===== src/tate_pkg.sv =====
`timescale 1ns / 1ps
// ----------------------------------------------------------------------------
// tate_pkg: shared types and constants of the temperature alarm panel
// Function codes, panel modes, limit defaults and digit helpers.
// ----------------------------------------------------------------------------
package tate_pkg;

  localparam int unsigned FuncW     = 3;
  localparam int unsigned TempW     = 18;
  localparam int unsigned DegW      = 8;   // whole degrees, at most 131
  localparam int unsigned ValW      = 7;   // displayed number and limits
  localparam int unsigned DigitW    = 4;
  localparam int unsigned InDataW   = 24;  // pressed + temp_milli, byte-padded
  localparam int unsigned OutDataW  = 16;  // result fields, byte-padded

  // Division by 1000 as a multiply by a rounded-up reciprocal and a shift.
  // Exact for every magnitude up to 2^17.
  localparam int unsigned Div1000Shift = 27;
  localparam logic [TempW-1:0] Div1000Mul = 18'd134218;

  localparam logic [ValW-1:0] LimitHighRst = 7'd30;
  localparam logic [ValW-1:0] LimitLowRst  = 7'd25;
  localparam logic [ValW-1:0] DisplayMax   = 7'd99;
  localparam logic [DigitW-1:0] DigitMax   = 4'd9;

  typedef enum logic [FuncW-1:0] {
    FUNC_SAMPLE   = 3'd0,
    FUNC_MODE_KEY = 3'd1,
    FUNC_INC_KEY  = 3'd2,
    FUNC_SEL_KEY  = 3'd3,
    FUNC_DEC_KEY  = 3'd4
  } func_e;

  typedef enum logic [1:0] {
    MODE_NORMAL    = 2'd0,
    MODE_EDIT_HIGH = 2'd1,
    MODE_EDIT_LOW  = 2'd2
  } mode_e;

  // Tens digit of a value in 0..99: multiply by 205 and shift by 11.
  function automatic logic [DigitW-1:0] tens_of(input logic [ValW-1:0] val);
    logic [17:0] prod;
    prod = {11'd0, val} * 18'd205;
    return prod[14:11];
  endfunction

  // Two digits back into a value: tens * 10 + ones.
  function automatic logic [ValW-1:0] join_digits(input logic [DigitW-1:0] tens,
                                                  input logic [DigitW-1:0] ones);
    logic [ValW-1:0] t;
    t = {3'd0, tens};
    return (t << 3) + (t << 1) + {3'd0, ones};
  endfunction

endpackage


===== src/temp_alarm_threshold_editor_top.sv =====
`timescale 1ns / 1ps
// ----------------------------------------------------------------------------
// temp_alarm_threshold_editor_top: temperature alarm with limit editing panel
// Takes temperature samples and key presses, keeps the limits and the panel
// state, and returns one status transfer per input transfer.
// ----------------------------------------------------------------------------
//  channel  | direction | tdata (low bit up)                        | tuser
//  s_axis   | in        | pressed, temp_milli[17:0], pad            | func[2:0]
//  m_axis   | out       | display_value[6:0], display_updated,      | -
//           |           | edit_mode[1:0], blink_digit, blink_on,    |
//           |           | led_a, led_b, alarm, pad                  |
//
// One transfer per cycle in, one per cycle out, while m_axis does not stall.
// The first stage registers the sample in whole degrees (the divide by 1000
// is one 18x18 multiply); the second stage applies the item to the panel
// state and loads the result register.
// Reset (rst_ni low) returns to normal mode with limits 30 and 25.
// A stall on m_axis holds both stages; s_axis_tready drops once the first stage is full.
// ----------------------------------------------------------------------------
module temp_alarm_threshold_editor_top
  import tate_pkg::*;
(
  input  logic                clk_i,
  input  logic                rst_ni,
  input  logic                s_axis_tvalid,
  output logic                s_axis_tready,
  input  logic [InDataW-1:0]  s_axis_tdata,   // pressed, temp_milli[17:0], pad
  input  logic [FuncW-1:0]    s_axis_tuser,   // func[2:0]
  output logic                m_axis_tvalid,
  input  logic                m_axis_tready,
  output logic [OutDataW-1:0] m_axis_tdata    // display_value[6:0], display_updated,
                                              // edit_mode[1:0], blink_digit, blink_on,
                                              // led_a, led_b, alarm, pad
);

  // ---------------- input stage ----------------
  logic              in_valid_q;
  logic [FuncW-1:0]  func_q;
  logic              pressed_q;
  logic [DegW-1:0]   deg_q;
  logic              advance;

  logic [TempW-1:0]   temp_raw;
  logic [TempW-1:0]   temp_mag;
  logic [2*TempW-1:0] deg_prod;
  logic [DegW-1:0]    deg_d;

  assign temp_raw = s_axis_tdata[TempW:1];
  assign temp_mag = temp_raw[TempW-1] ? (~temp_raw + 18'd1) : temp_raw;
  assign deg_prod = temp_mag * Div1000Mul;
  assign deg_d    = deg_prod[Div1000Shift +: DegW];

  assign advance       = in_valid_q && (!m_axis_tvalid || m_axis_tready);
  assign s_axis_tready = !in_valid_q || advance;

  always_ff @(posedge clk_i or negedge rst_ni) begin
    if (!rst_ni) begin
      in_valid_q <= 1'b0;
    end else if (s_axis_tready) begin
      in_valid_q <= s_axis_tvalid;
    end
  end

  always_ff @(posedge clk_i) begin
    if (s_axis_tvalid && s_axis_tready) begin
      func_q    <= s_axis_tuser;
      pressed_q <= s_axis_tdata[0];
      deg_q     <= deg_d;
    end
  end

  // ---------------- panel state ----------------
  mode_e           mode_q, mode_d;
  logic            digit_sel_q, digit_sel_d;
  logic [ValW-1:0] limit_high_q, limit_high_d;
  logic [ValW-1:0] limit_low_q, limit_low_d;
  logic [ValW-1:0] shown_q, shown_d;
  logic            led_a_q, led_a_d;
  logic            led_b_q, led_b_d;
  logic            buzzer_q, buzzer_d;
  logic            upd;

  logic [ValW-1:0]   cur;
  logic [DigitW-1:0] cur_tens, cur_ones, new_tens, new_ones, sel_digit, step_digit;
  logic [ValW-1:0]   cand;
  logic              step_up;

  always_comb begin
    cur       = (mode_q == MODE_EDIT_HIGH) ? limit_high_q : limit_low_q;
    cur_tens  = tens_of(cur);
    cur_ones  = DigitW'(cur - join_digits(cur_tens, 4'd0));
    step_up   = (func_e'(func_q) == FUNC_INC_KEY);
    sel_digit = digit_sel_q ? cur_ones : cur_tens;
    if (step_up) begin
      step_digit = (sel_digit >= DigitMax) ? 4'd0 : sel_digit + 4'd1;
    end else begin
      step_digit = (sel_digit == 4'd0) ? DigitMax : sel_digit - 4'd1;
    end
    new_ones = digit_sel_q ? step_digit : cur_ones;
    new_tens = digit_sel_q ? cur_tens : step_digit;
    cand     = join_digits(new_tens, new_ones);
  end

  always_comb begin
    mode_d       = mode_q;
    digit_sel_d  = digit_sel_q;
    limit_high_d = limit_high_q;
    limit_low_d  = limit_low_q;
    shown_d      = shown_q;
    led_a_d      = led_a_q;
    led_b_d      = led_b_q;
    buzzer_d     = buzzer_q;
    upd          = 1'b0;

    if (func_e'(func_q) == FUNC_SAMPLE) begin
      if (mode_q == MODE_NORMAL) begin
        shown_d  = (deg_q > {1'b0, DisplayMax}) ? DisplayMax : deg_q[ValW-1:0];
        upd      = 1'b1;
        buzzer_d = (deg_q > {1'b0, limit_high_q}) || (deg_q < {1'b0, limit_low_q});
        led_a_d  = !led_a_q;
        led_b_d  = !led_b_q;
      end
    end else if (pressed_q) begin
      unique case (func_e'(func_q))
        FUNC_MODE_KEY: begin
          digit_sel_d = 1'b1;
          unique case (mode_q)
            MODE_NORMAL: begin
              mode_d  = MODE_EDIT_HIGH;
              led_a_d = 1'b1;
              led_b_d = 1'b0;
              shown_d = limit_high_q;
              upd     = 1'b1;
            end
            MODE_EDIT_HIGH: begin
              mode_d  = MODE_EDIT_LOW;
              led_a_d = 1'b0;
              led_b_d = 1'b1;
              shown_d = limit_low_q;
              upd     = 1'b1;
            end
            default: begin
              // Edit low returns to normal; the shown number stays.
              mode_d  = MODE_NORMAL;
              led_a_d = 1'b0;
              led_b_d = 1'b0;
            end
          endcase
        end
        FUNC_SEL_KEY: begin
          if (mode_q != MODE_NORMAL) begin
            digit_sel_d = !digit_sel_q;
          end
        end
        FUNC_INC_KEY, FUNC_DEC_KEY: begin
          if (mode_q == MODE_EDIT_HIGH) begin
            // An edit that would put high below low is dropped, but the
            // display is still rewritten with the kept limit.
            limit_high_d = (cand >= limit_low_q) ? cand : limit_high_q;
            shown_d      = limit_high_d;
            upd          = 1'b1;
          end else if (mode_q == MODE_EDIT_LOW) begin
            limit_low_d = (cand <= limit_high_q) ? cand : limit_low_q;
            shown_d     = limit_low_d;
            upd         = 1'b1;
          end
        end
        default: begin
        end
      endcase
    end
  end

  always_ff @(posedge clk_i or negedge rst_ni) begin
    if (!rst_ni) begin
      mode_q       <= MODE_NORMAL;
      digit_sel_q  <= 1'b0;
      limit_high_q <= LimitHighRst;
      limit_low_q  <= LimitLowRst;
      shown_q      <= '0;
      led_a_q      <= 1'b0;
      led_b_q      <= 1'b0;
      buzzer_q     <= 1'b0;
    end else if (advance) begin
      mode_q       <= mode_d;
      digit_sel_q  <= digit_sel_d;
      limit_high_q <= limit_high_d;
      limit_low_q  <= limit_low_d;
      shown_q      <= shown_d;
      led_a_q      <= led_a_d;
      led_b_q      <= led_b_d;
      buzzer_q     <= buzzer_d;
    end
  end

  // ---------------- result register ----------------
  logic                out_valid_q;
  logic [OutDataW-1:0] out_data_q, out_data_d;

  assign out_data_d = {1'b0, buzzer_d, led_b_d, led_a_d, (mode_d != MODE_NORMAL),
                       digit_sel_d, mode_d, upd, shown_d};

  always_ff @(posedge clk_i or negedge rst_ni) begin
    if (!rst_ni) begin
      out_valid_q <= 1'b0;
    end else if (advance) begin
      out_valid_q <= 1'b1;
    end else if (m_axis_tready) begin
      out_valid_q <= 1'b0;
    end
  end

  always_ff @(posedge clk_i) begin
    if (advance) begin
      out_data_q <= out_data_d;
    end
  end

  assign m_axis_tvalid = out_valid_q;
  assign m_axis_tdata  = out_data_q;

`ifndef SYNTHESIS
  a_limits_ordered: assert property (@(posedge clk_i) disable iff (!rst_ni)
    limit_high_q >= limit_low_q)
    else $error("high limit fell below low limit");

  a_limits_in_range: assert property (@(posedge clk_i) disable iff (!rst_ni)
    (limit_high_q <= DisplayMax) && (shown_q <= DisplayMax))
    else $error("limit or shown value above 99");

  a_leds_match_normal: assert property (@(posedge clk_i) disable iff (!rst_ni)
    (mode_q == MODE_NORMAL) |-> (led_a_q == led_b_q))
    else $error("LEDs out of step in normal mode");

  a_blink_follows_mode: assert property (@(posedge clk_i) disable iff (!rst_ni)
    m_axis_tvalid |-> (m_axis_tdata[11] == (m_axis_tdata[9:8] != MODE_NORMAL)))
    else $error("blink flag disagrees with reported mode");

  a_empty_stage_ready: assert property (@(posedge clk_i) disable iff (!rst_ni)
    !in_valid_q |-> s_axis_tready)
    else $error("input stalled while its stage is empty");
`endif

endmodule


===== config.mk =====
export PLATFORM = sky130hd
export DESIGN_NAME = temp_alarm_threshold_editor_top
export DESIGN_NICKNAME = d
export VERILOG_FILES = /design/src/tate_pkg.sv /design/src/temp_alarm_threshold_editor_top.sv
export SDC_FILE = /design/constraint.sdc
export NUM_CORES = 1
export LEC_CHECK = 0
export ABC_AREA = 0
export BUFFER_PORTS_ARGS = -buffer_cell sky130_fd_sc_hd__buf_2
export CAP_MARGIN = 20
export CORE_ASPECT_RATIO = 1.4
export CORE_MARGIN = 3
export CORE_UTILIZATION = 63
export DETAILED_ROUTE_END_ITERATION = 8
export GPL_TIMING_DRIVEN = 1
export PLACE_DENSITY_LB_ADDON = 0.15
export SLEW_MARGIN = 20
export SYNTH_ARGS = -nofsm -noshare
export SYNTH_HDL_FRONTEND = slang
export SYNTH_SLANG_ARGS = --single-unit

===== constraint.sdc =====
create_clock -name clk_i -period 11.9 [get_ports clk_i]
set_input_delay 1.19 -clock clk_i [delete_from_list [all_inputs] [get_ports clk_i]]
set_output_delay 1.19 -clock clk_i [all_outputs]
set_load 0.05 [all_outputs]

# Word level (Yosys, flattened, before mapping)
# Index checks and enable logic that the tools add are counted.
dict set report totals {
  regBits 56
  inputBits 31
  output_inout_bits 18
  word_cells 104
}
dict set report classes {
  add_sub_neg 7
  n_mul 2
  magnitude_cmp 6
  n_eq_ne 6
  mux 46
  bitwise 3
  reduce_logical 20
}
# cell n
set ops {}
lappend ops {{7-bit 2-to-1 mux} 9}
lappend ops {{18-bit by 17-bit multiplier with 34-bit output, second input constant} 1}
lappend ops {{7-bit case mux with 2 select lines} 2}
lappend ops {{4-bit 2-to-1 mux} 6}
lappend ops {{1-bit 2-to-1 mux} 22}
lappend ops {{18-bit by 1-bit adder with 18-bit output, second input constant} 1}
lappend ops {{18-bit 2-to-1 mux} 1}
lappend ops {{18-bit NOT} 1}
lappend ops {{7-bit by 8-bit multiplier with 15-bit output, second input constant} 1}
lappend ops {{8-bit by 7-bit > comparator with 1-bit output} 1}
lappend ops {{8-bit by 7-bit > comparator with 1-bit output, second input constant} 1}
lappend ops {{8-bit by 7-bit less-than comparator with 1-bit output} 1}
lappend ops {{7-bit by 4-bit adder with 7-bit output} 1}
lappend ops {{7-bit by 5-bit adder with 7-bit output} 1}
lappend ops {{7-bit >= comparator} 1}
lappend ops {{7-bit less-or-equal comparator} 1}
lappend ops {{3-bit by 2-bit == test with 1-bit output, second input constant} 2}
lappend ops {{2-bit 2-to-1 mux} 3}
lappend ops {{6-bit AND reduction} 1}
lappend ops {{2-bit nonzero test} 3}
lappend ops {{1-bit zero test} 5}
lappend ops {{5-bit AND reduction} 1}
lappend ops {{4-bit by 1-bit adder with 4-bit output, second input constant} 1}
lappend ops {{4-bit adder} 1}
lappend ops {{other kinds (16)} 22}

# Longest topological paths before layout
# Gate-level depths: netlist of the first run.
dict set report depth {
  word_depth 19
  mapped_depth 46
}

# Least setup slack after synthesis of the first run
# OpenSTA, ideal clock, no wires.
dict set report synth_path {
  path_type {reg2reg}
  start {reg mode_q[1]}
  end {reg shown_q[5]}
  setup_time_ns 0.125
  t_arrival_ns 9.790
  t_required_ns 11.775
  setup_slack_ns 1.985
  path_stages_with_launch 45
  period_less_slack_ns 9.915
  path_cell_list {dfrtp_1 > inv_1 > ha_1 > buf_6 > clkbuf_1 > mux2i_1 > inv_1 > ha_1 > ha_1 > fa_1 > inv_1 > fa_1 > inv_1 > ha_1 > nand4_1 > o311ai_0 > a31oi_1 > or2_2 > [9 not listed] > a21o_1 > fa_1 > inv_1 > fa_1 > a21o_1 > a21oi_1 > xnor2_4 > ha_1 > nand4_1 > o22a_1 > o21ai_0 > clkbuf_1 > mux2i_1 > nand2_1 > o211ai_1 > o21ai_0 > a221o_1 > mux2_2}
}
dict set report synth_between {
  elab_chain_cells 19
  word_cells_on_any_way 30
  classes_between {add/sub (6); mul (1); order compare (3); eq/ne (2); mux (16); reduce/logical (2)}
}
# item line
set synth_lines {}
lappend synth_lines {{start: declaration} temp_alarm_threshold_editor_top.sv:73} ;# mode_e mode_q, mode_d;
lappend synth_lines {{start signal: assignment} temp_alarm_threshold_editor_top.sv:185} ;# mode_q <= mode_d;
lappend synth_lines {{2-bit by 1-bit == test with 1-bit output} {temp_alarm_threshold_editor_top.sv:89, temp_alarm_threshold_editor_top.sv:127, temp_alarm_threshold_editor_top.sv:156}}
lappend synth_lines {{7-bit 2-to-1 mux} temp_alarm_threshold_editor_top.sv:89} ;# cur = (mode_q == MODE_EDIT_HIGH) ? limit_high_q : limit_low_q;
lappend synth_lines {{7-bit by 8-bit multiplier with 15-bit output} tate_pkg.sv:43} ;# prod = {11'd0, val} * 18'd205;
lappend synth_lines {{4-bit adder} tate_pkg.sv:52} ;# return (t << 3) + (t << 1) + {3'd0, ones};
lappend synth_lines {{4-bit subtractor} temp_alarm_threshold_editor_top.sv:91} ;# cur_ones = DigitW'(cur - join_digits(cur_tens, 4'd0));
lappend synth_lines {{4-bit 2-to-1 mux} temp_alarm_threshold_editor_top.sv:93} ;# sel_digit = digit_sel_q ? cur_ones : cur_tens;
lappend synth_lines {{4-bit by 1-bit subtractor with 4-bit output, or another cell as far along} temp_alarm_threshold_editor_top.sv:97} ;# step_digit = (sel_digit == 4'd0) ? DigitMax : sel_digit - 4'd1;
lappend synth_lines {{4-bit 2-to-1 mux (on tied branches)} {temp_alarm_threshold_editor_top.sv:97, temp_alarm_threshold_editor_top.sv:95}}
lappend synth_lines {{[4 not listed]} n/a}
lappend synth_lines {{7-bit less-or-equal comparator} temp_alarm_threshold_editor_top.sv:163} ;# limit_low_d = (cand <= limit_high_q) ? cand : limit_low_q;
lappend synth_lines {{7-bit 2-to-1 mux} temp_alarm_threshold_editor_top.sv:163}
lappend synth_lines {{7-bit 2-to-1 mux} temp_alarm_threshold_editor_top.sv:162} ;# end else if (mode_q == MODE_EDIT_LOW) begin
lappend synth_lines {{7-bit 2-to-1 mux} temp_alarm_threshold_editor_top.sv:156} ;# if (mode_q == MODE_EDIT_HIGH) begin
lappend synth_lines {{7-bit case mux with 2 select lines} temp_alarm_threshold_editor_top.sv:124} ;# unique case (func_e'(func_q))
lappend synth_lines {{7-bit 2-to-1 mux} temp_alarm_threshold_editor_top.sv:123} ;# end else if (pressed_q) begin
lappend synth_lines {{7-bit 2-to-1 mux (*)} temp_alarm_threshold_editor_top.sv:115} ;# if (func_e'(func_q) == FUNC_SAMPLE) begin
lappend synth_lines {{net out_data_d[5]} temp_alarm_threshold_editor_top.sv:198} ;# logic [OutDataW-1:0] out_data_q, out_data_d;
lappend synth_lines {{end signal: assignment} temp_alarm_threshold_editor_top.sv:189} ;# shown_q <= shown_d;
lappend synth_lines {{end: declaration} temp_alarm_threshold_editor_top.sv:77} ;# logic [ValW-1:0] shown_q, shown_d;
# The timed path passes the listed nets; every way through them passes the cells marked *.
# A chain may end at the register's enable or synchronous reset.

# Worst setup path after layout of the first run
dict set report layout_path {
  start {reg mode_q[1]}
  end {reg shown_q[4]}
}
# Same word-level chain as after synthesis.

==> results of run 1 <==
[metal layers]
metal | GRT usage | wire length (um)
met1 | 0.2783 | 7665
met4 | 0.09476 | 690
met3 | 0.02158 | 556
met5 | 0 | 0
met2 | 0.5195 | 11110
[placed cells by master, fill, tap and decap left out, types with 18 or more instances in the layout]
| cell | instances |
|---|---|
| edfxtp_1 | 27 |
| fa_1 | 56 |
| xnor2_1 | 21 |
| mux2i_1 | 18 |
| a21o_1 | 19 |
| o21ai_0 | 47 |
| nor2_1 | 38 |
| inv_1 | 173 |
| a21oi_1 | 43 |
| nand2_1 | 53 |
| ha_1 | 219 |
| dfrtp_1 | 22 |
| buf_2 | 42 |
[per-stage QoR]
step | std cells | worst slack (ns) | hold slack [ns] | area, um2 | util
after global placement | 1210 | 1.172 | 0.4843 | 9711 | 0.6855
final | 1218 | 0.8591 | 0.5065 | 9856 | 0.6957
after CTS | 1218 | 0.9116 | 0.5069 | 9856 | 0.6957
after detailed placement | 1210 | 0.9288 | 0.4863 | 9711 | 0.6855
after floorplan | 990 | 1.985 | 0.4569 | 9268 | -
after global routing | 1218 | 0.2348 | 0.5321 | 9856 | 0.6957
[cell families after synthesis]
| family | after synthesis | synth area share |
|---|---|---|
| xor gates and xnor gates | 36 | 0.03767 |
| buffers and inverters | 196 | 0.08208 |
| other | 1 | 0.0004046 |
| muxes | 34 | 0.03969 |
| adders and majority gates | 275 | 0.4166 |
| and+or+nand+nor | 187 | 0.1042 |
| AOI/OAI and AO/OA | 205 | 0.1526 |
| DFF | 56 | 0.1667 |
[critical path: cells and delay by family, from the launching register on]
family | cells | cell delay, ns
compound gates | 13 | 2.85
flops | 1 | 0.42
xor+xnor | 1 | 0.45
fa+ha+maj | 11 | 4.34
mux | 3 | 1.17
buf+inv | 7 | 0.77
simple gates | 4 | 0.89
[flip-flops by register name (all words and copies together), names as in the netlist]
register	flops
buzzer_q	1
deg_q	8
digit_sel_q	1
func_q	3
in_valid_q	1
led_a_q	1
led_b_q	1
limit_high_q	7
limit_low_q	7
m_axis_tdata	15
m_axis_tvalid	1
mode_q	2
pressed_q	1
shown_q	7
[synthesized netlist by cell type (3+ instances only)]
cell      count
a211o_1       3
a211oi_1      6
a21boi_0      3
a21o_1       19
a21oi_1      43
a221oi_1      3
a22o_1        6
a22oi_1       6
a31oi_1       8
a41oi_1       4
and2_1        5
and3_1        3
and4_1        3
clkbuf_1     15
dfrtp_1      22
dfstp_2       7
edfxtp_1     27
fa_1         56
ha_1        219
inv_1       173
mux2_2       14
mux2i_1      18
nand2_1      53
nand2b_1     10
nand3_1      13
nand3b_1      4
nand4_1       4
nor2_1       38
nor2b_1      13
nor3_1       17
o211ai_1      7
o21a_1        8
o21ai_0      47
o21ai_1       3
o22ai_1       3
o31ai_1       7
o41ai_1       3
or2_2         4
or3_1         3
xnor2_1      21
xor2_1       12
[path summary, 6_finish.rpt]
path	from	end	cells after the start
worst max-delay path	mode_q[1]	shown_q[4]	39
worst min-delay path	in_valid_q	m_axis_tvalid	1
worst max register to register	mode_q[1]	shown_q[4]	39
worst min register to register	in_valid_q	m_axis_tvalid	1
max in group asynchronous	rst_ni	shown_q[4]	1
min in group asynchronous	rst_ni	limit_high_q[0]	1
[final cells by class]
cell class | instances | area share
clock buffer | 6 | 0.01308
clock inverter | 2 | 0.001650
inverter | 175 | 0.06665
multi-input combinational | 738 | 0.7064
sequential | 56 | 0.1568
tap | 185 | 0.02349
timing repair buffer | 56 | 0.03199
==> results by group, run 1 <==
STA
  • Slew HR: 0.4059
  • Hold Vio Cnt, Final: 0
  • Setup TNS Final: 0 ns
  • Final setup vio count: 0
  • Worst-margin pin slew: about 0.88 ns
  • Fmax: about 91 MHz
  • Period utilization: 0.9278
  • Tmin final: around 11 ns
  • Setup Skew: ~0.0053 ns
  • Pins Over Slew Limit: 0
  • RSZ-0062 raised after global routing: false

Drt
  • DR vias: between 7000 and 8000
  • Routed WL: around 20000 um
  • Routed len/inst: between 15 and 20 um
  • Iteration-0 DRC count of the detailed router: 264
  • Via-to-Cell Ratio: 5.851
  • Drt pass-1 iters: 5
  • Routed Antenna Nets: 0
  • DRC Markers: 0

Critical path
  • Worst path max stage delay: approximately 0.54 ns
  • Setup crit end kind: flop
  • Crit path top cell by count: ha_1
  • Startpoint Class: flop
  • Slowest CP cell: mux2i_1
  • Worst Path Arrival: between 10 and 15 ns
  • Critical path class: reg -> reg
  • WP data required: about 12 ns
  • Critical path peak fanout: 11
  • Setup slack, reg-to-reg: between 0.8 and 0.9 ns

Logic synthesis
  • Async S/R FF share, synth: 0.5179
  • Avg Synthesized Cell Area: ~9.4 um2
  • Post-synth EDFFs: 27
  • Seq cells post-synth: 56
  • Area leader, netlist: ha_1
  • Syn_nets: 1296
  • Post-synthesis cell area: approximately 9300 um2
  • Syn. warnings: 0
  • Register area share after synthesis: 0.1667
  • Share of the synthesized area in the top cell type: 0.2957
  • Synth Flop Type: edfxtp_1
  • Area contributors post-synth: ha_1 30%, fa_1 12%, edfxtp_1 8.7%, inv_1 7.0%, dfrtp_1 5.9%
  • Syn Inst Count: between 900 and 1000
  • Distinct cell type count after synthesis: 84

Clocking
  • Hold_buf cts: 0
  • Max clock buf depth: 2
  • H-tree Lvls: 2
  • TritonCTS clock tree: yes
  • Clk pin slew, worst setup/hold paths: about 0.070 ns
  • Total CTS buffers: 5
  • Worst-Skew Late Latency: roughly 0.30 ns
  • CTS sink cnt: 56
  • Postcts setup bufs: 0
  • CTS root buf: clkbuf_16
  • Post-CTS sizing: 0

Global routing
  • Total global-route track usage: 0.2610
  • Number of global-route vias before repair: 7348
  • Largest net degree at the start of global routing: 30
  • First-pass GRT wire length: roughly 34000 um
  • GRT overflow: 0
  • Initial antenna violation count: 0

Die
  • Core Area: 14170 um2
  • I/O pins: just under 50
  • Die Span X: ~110 um
  • Row count: 51
  • Die Y: 149.5 um
  • Die Footprint: roughly 16000 um2
  • Initial Utilization: 0.6542

Cells and area
  • FILL cells: ~1200
  • Antenna diode count: 0
  • Register area: 1545 um2
  • Fraction of layout cells with a size suffix above 1: 0.1045
  • Multi-input logic area: between 6000 and 7000 um2
  • Nets@finish: 1338
  • Area growth syn-to-layout: 6.345%

Min path
  • Hold Crit Class: reg -> reg

Flow run
  • Max-Cap Viols: 0

Placement
  • Gpl congestion: between 0.8 and 0.9
  • Hpwl dp: around 17000 um
  • Port Buf Inserts: 42

Run status
  • Status: finished clean
Power of run 1 is left out: the tool's default activity adds up to more than one toggle a clock period on the data nets, which glitch-free logic cannot reach.
==> run 2: changes to the inputs <==
Settings changed: ABC_AREA 0 to 1, CORE_MARGIN 3 to 8, RECOVER_POWER set to 50.
==> run 2 against run 1 <==
The run now ends with capacitance limit, slew limit left. Wire length grew 1.0%. Worst hold slack gained 0.0024 ns. Critical path depth grew 6. Core utilization shrank 2.1 points. Count of clock-buffer cells in the layout shrank 1. Register-to-register slack gained 0.85 ns. Cell count grew 10%.
==> results by group, run 2 <==
Clocking
  • Total CTS buffers: 5
  • H-tree Lvls: 2
  • Clk pin slew, worst setup/hold paths: around 0.07 ns
  • Hold_buf cts: 0
  • Post-CTS sizing: 0
  • Worst-Skew Late Latency: 0.30 ns
  • Postcts setup bufs: 0
  • CTS sink cnt: 56
  • TritonCTS clock tree: yes
  • CTS root buf: clkbuf_16
  • Max clock buf depth: 2

Logic synthesis
  • Synth Area in Compound Gates: 0.1214
  • Distinct cell type count after synthesis: 55
  • Async S/R FF share, synth: 0.5179
  • Top cells by count, synth: 228 x inv_1, 219 x ha_1, 179 x nand2_1
  • Syn Inst Count: between 1000 and 1500
  • Synth Flop Type: edfxtp_1
  • Simple-Gate Fraction of Synth Area: 0.1515
  • Syn. warnings: 0
  • Post-synthesis mux area share: 0
  • Share of the synthesized area in the top cell type: 0.3005
  • Syn_nets: between 1000 and 1500
  • Avg Synthesized Cell Area: a little over 8 um2
  • Post-Synth XOR/XNOR Area: 0.03060
  • Register area share after synthesis: 0.1695
  • Area contributors post-synth: ha_1 30%, fa_1 12%, inv_1 9.4%, edfxtp_1 8.9%, nand2_1 7.4%
  • Post-synthesis cell area: 9119 um2
  • Count leader, synth: inv_1
  • Synth Area in Adders: 0.4234
  • Post-synth EDFFs: 27
  • Seq cells post-synth: 56
  • Main combinational cell family by area after synthesis: adder cells
  • Area leader, netlist: ha_1

STA
  • RSZ-0062 raised after global routing: false
  • Hold WS: between 0.5 and 0.6 ns
  • Hold Vio Cnt, Final: 0
  • Setup TNS Final: 0 ns
  • Tmin final: 10.19 ns
  • Fmax: 98.15 MHz
  • Setup Skew: ~0.0048 ns
  • Pins Over Slew Limit: 30
  • Slew HR: -0.1137
  • Worst-margin pin slew: 1.671 ns
  • Period utilization: 0.8562
  • Final setup vio count: 0

Cells and area
  • Fraction of layout cells with a size suffix above 1: 0.06950
  • Core Util, Final: 0.6749
  • Antenna diode count: 0
  • Max FFs per register: 15
  • Finished Layout Cells: approximately 1300
  • Most frequent cells in the layout: 228 x inv_1, 219 x ha_1, 179 x nand2_1, 73 x o21ai_0
  • Commonest non-fill, non-tap cell in the layout: inv_1
  • Area growth syn-to-layout: 5.941%
  • Nets@finish: about 1500

Drt
  • Routed WL: 20230 um
  • Via-to-Cell Ratio: 5.539
  • Drt pass-1 iters: 8
  • Iteration-0 DRC count of the detailed router: a little over 400
  • Routed Antenna Nets: 0
  • DR vias: approximately 7400
  • DRC Markers: 0
  • Routed len/inst: approximately 15 um

Placement
  • Hpwl dp: 17380 um
  • Port Buf Inserts: 42
  • Dpl cells: between 1000 and 1500
  • Gpl congestion: between 0.9 and 1

Global routing
  • First-pass GRT wire length: ~34000 um
  • Total global-route track usage: 0.2219
  • Number of global-route vias before repair: 7671
  • GRT overflow: 0
  • Largest net degree at the start of global routing: 30
  • Initial antenna violation count: 0

Critical path
  • Setup crit end kind: flop
  • Slowest CP cell: o21ai_0
  • FF-to-FF path depth: 45
  • WP data required: approximately 12 ns
  • Buf/Inv on CP: 9
  • Worst r2r src: mode_q[0]
  • Startpoint Class: flop
  • Critical path startpoint: mode_q[0]
  • CP delay by family, top: adder cells
  • Crit path top cell by count: inv_1
  • Crit path depth: 45
  • Critical path class: reg -> reg
  • Worst Path Arrival: 10.23 ns
  • Worst path max stage delay: 0.65 ns
  • Critical path peak fanout: 16

Die
  • Row count: 52
  • Die Y: roughly 160 um
  • I/O pins: 49
  • Die Span X: approximately 120 um
  • Die Footprint: between 15000 and 20000 um2
  • Core Area: 14310 um2
  • Initial Utilization: 0.6371

Min path
  • Worst Hold Path Cells: 2
  • Hold Crit Class: reg -> reg
  • Worst hold start: limit_low_q[1]

Run status
  • Status: finished with violations
  • Violated checks: capacitance limit, slew limit

Flow run
  • Max-Cap Viols: 1
## run 2: worst paths after layout
path	endpoint	slack (ns)
min in group asynchronous	limit_low_q[5]	1.31
min	limit_low_q[1]	0.51
max	m_axis_tdata[1]	1.71
max reg2reg	m_axis_tdata[1]	1.71
max in group asynchronous	shown_q[6]	9.63
min reg2reg	limit_low_q[1]	0.51
## run 2: final cells by class
class,instances,area [um2]
tap,189,236.5
clock inverter,3,27.53
sequential,56,1545
fill,1233,4653
multi-input combinational,807,6633
inverter,235,882.1
clock buffer,5,125.1
timing repair buffer,45,211.5
## run 2: through the flow
| step | worst slack [ns] | area, um2 |
|---|---|---|
| 3_5_place_dp | 1.796 | 9529 |
| 5_1_grt | 0.8623 | 9661 |
| 3_3_place_gp | 2.016 | 9529 |
| 4_1_cts | 1.764 | 9682 |
| 2_1_floorplan | 3.171 | 9119 |
| 6_report | 1.711 | 9661 |
## run 2: cells by family (layout without fill, tap and decap cells)
family,count (synthesis),count (layout)
AO/OA/AOI/OAI,187,187
flip-flops,56,56
other,1,1
XOR/XNOR,31,31
buffers and inverters,248,288
AND/OR/NAND/NOR,313,313
adder cells (fa/ha/maj),275,275
## run 2: tightest hold or removal path: cells and delay by family (launching register included)
| family | cells | cell delay [ns] |
|---|---|---|
| and+or+nand+nor | 1 | 0.05 |
| AOI/OAI and AO/OA | 1 | 0.07 |
| DFF | 1 | 0.35 |
## run 2: per-layer routing
metal / GRT usage / vias to the layer above / share of wire / wire, um
met4: 0.08507 / 0 / 0.032 / 656
li1: - / 3757 / - / -
met1: 0.2289 / 3473 / 0.38 / 7722
met5: 0 / - / 0 / 0
met2: 0.4528 / 158 / 0.55 / 11130
met3: 0.01774 / 34 / 0.036 / 728
Power of run 2 is left out for the same reason.
==> run 3: changes to the inputs <==
Settings changed: CORE_UTILIZATION 63 to 40, RECOVER_POWER 50 to unset, SLEW_MARGIN 20 to unset.
==> run 3 against run 2 <==
The run now ends clean. Design area is 1.6% higher. Critical path depth increased by 3. Wire length rose by 4.0%. Count of clock-buffer cells in the layout did not move. Sequential share of layout area down 0.25 points. Non-clock buffer count unchanged.
==> results by group, run 3 (synthesis results as in run 2) <==
Run status
  • Status: finished clean

Critical path
  • Setup slack, reg-to-reg: around 1.7 ns
  • Worst r2r src: mode_q[1]
  • FF-to-FF path depth: 48
  • Critical path peak fanout: 16
  • Setup crit end kind: flop
  • Worst Path Arrival: 10.26 ns
  • Critical path class: reg -> reg
  • Slowest CP cell: ha_1
  • WP data required: 11.96 ns
  • Startpoint Class: flop
  • RR Endpoint: m_axis_tdata[1]
  • Worst path max stage delay: between 0.6 and 0.7 ns

STA
  • Period utilization: 0.8571
  • Pins Over Slew Limit: 0
  • Fmax: 98.05 MHz
  • Setup TNS Final: 0 ns
  • Slew HR: 0.3632
  • Hold WS: slightly below 0.5 ns
  • Worst-margin pin slew: about 0.95 ns
  • Final setup vio count: 0
  • Hold Vio Cnt, Final: 0
  • Setup Skew: ~0.006 ns
  • Tmin final: 10.20 ns
  • RSZ-0062 raised after global routing: false

Global routing
  • Grt peak-use layer: met2
  • First-pass GRT wire length: roughly 36000 um
  • Initial antenna violation count: 0
  • Routing usage on met3: 0.01055
  • Largest net degree at the start of global routing: 30
  • Global routing usage on met1: 0.1743
  • Met2 usage: 0.3106
  • GRT overflow: 0
  • Total global-route track usage: 0.1579
  • Number of global-route vias before repair: approximately 7500

Clocking
  • H-tree Lvls: 2
  • Post-CTS sizing: 0
  • TritonCTS clock tree: yes
  • Clk pin slew, worst setup/hold paths: 0.07 ns
  • Max clock buf depth: 2
  • CTS root buf: clkbuf_16
  • Worst-Skew Late Latency: ~0.3 ns
  • CTS sink cnt: 56
  • Hold_buf cts: 0
  • Postcts setup bufs: 0
  • Total CTS buffers: 5

Min path
  • Worst hold start: buzzer_q
  • Hold path endpoint: buzzer_q
  • Hold Crit Class: reg -> reg
  • Worst Hold Path Cells: 2

Drt
  • Routed Antenna Nets: 0
  • Routed WL: ~21000 um
  • DRC Markers: 0
  • Routed len/inst: around 14 um
  • Drt pass-1 iters: 7
  • DR vias: about 7300
  • Iteration-0 DRC count of the detailed router: slightly below 300
  • Via-to-Cell Ratio: a little over 5

Die
  • Die Span X: between 100 and 150 um
  • Die Footprint: approximately 28000 um2
  • I/O pins: 49
  • Row count: 65
  • Die Y: between 150 and 200 um
  • Initial Utilization: 0.4062
  • Core Area: about 22000 um2

Flow run
  • Max-Cap Viols: 0

Placement
  • Hpwl dp: between 15000 and 20000 um
  • Port Buf Inserts: between 40 and 50
  • Dpl cells: approximately 1400
  • Gpl congestion: ~0.86

Cells and area
  • Finished Layout Cells: ~1500
  • Nets@finish: 1456
  • Fraction of layout cells with a size suffix above 1: 0.08427
  • Max FFs per register: 15
  • Most frequent cells in the layout: 228 x inv_1, 219 x ha_1, 179 x nand2_1, 73 x o21ai_0
  • Register area: 1545 um2
  • Area growth syn-to-layout: 7.643%
  • FILL cells: between 2000 and 2500
  • Multi-input logic area: about 6600 um2
  • Commonest non-fill, non-tap cell in the layout: inv_1
  • Antenna diode count: 0
-- run 3: worst max path at each step --
stage,from,end
2_1_floorplan,mode_q[0],m_axis_tdata[2]
5_1_grt,mode_q[1],m_axis_tdata[1]
6_report,mode_q[1],m_axis_tdata[1]
3_5_place_dp,mode_q[0],shown_q[4]
4_1_cts,mode_q[1],m_axis_tdata[1]
3_3_place_gp,mode_q[0],m_axis_tdata[1]
-- run 3: layer usage --
| metal | part of all wire | vias up |
|---|---|---|
| met5 | 0 | - |
| met4 | 0.023 | 0 |
| met3 | 0.019 | 27 |
| met2 | 0.55 | 100 |
| met1 | 0.41 | 3427 |
| li1 | - | 3753 |
-- run 3: stage by stage --
step	worst slack [ns]	utilization	cell area, um2
final	1.701	0.4373	9816
after floorplan	3.171	-	9119
after detailed placement	1.810	0.4308	9669
after global routing	0.7683	0.4373	9816
after CTS	1.735	0.4373	9816
after global placement	1.750	0.4308	9669
-- run 3: worst max-delay path, delay by kind of cell (launching register included) --
| family | cells | cell delay [ns] |
|---|---|---|
| adder cells (fa/ha/maj) | 9 | 3.96 |
| AND/OR/NAND/NOR | 15 | 2.02 |
| flip-flops | 1 | 0.39 |
| buffers and inverters | 10 | 0.86 |
| XOR/XNOR | 1 | 0.22 |
| AO/OA/AOI/OAI | 13 | 2.49 |
-- run 3: layout make-up --
class / count / area share
sequential: 56 / 0.1574
timing repair buffer: 45 / 0.02371
multi-input combinational: 807 / 0.6757
clock buffer: 5 / 0.01275
clock inverter: 3 / 0.002167
tap: 301 / 0.03837
inverter: 235 / 0.08987
Power of run 3 is left out for the same reason.
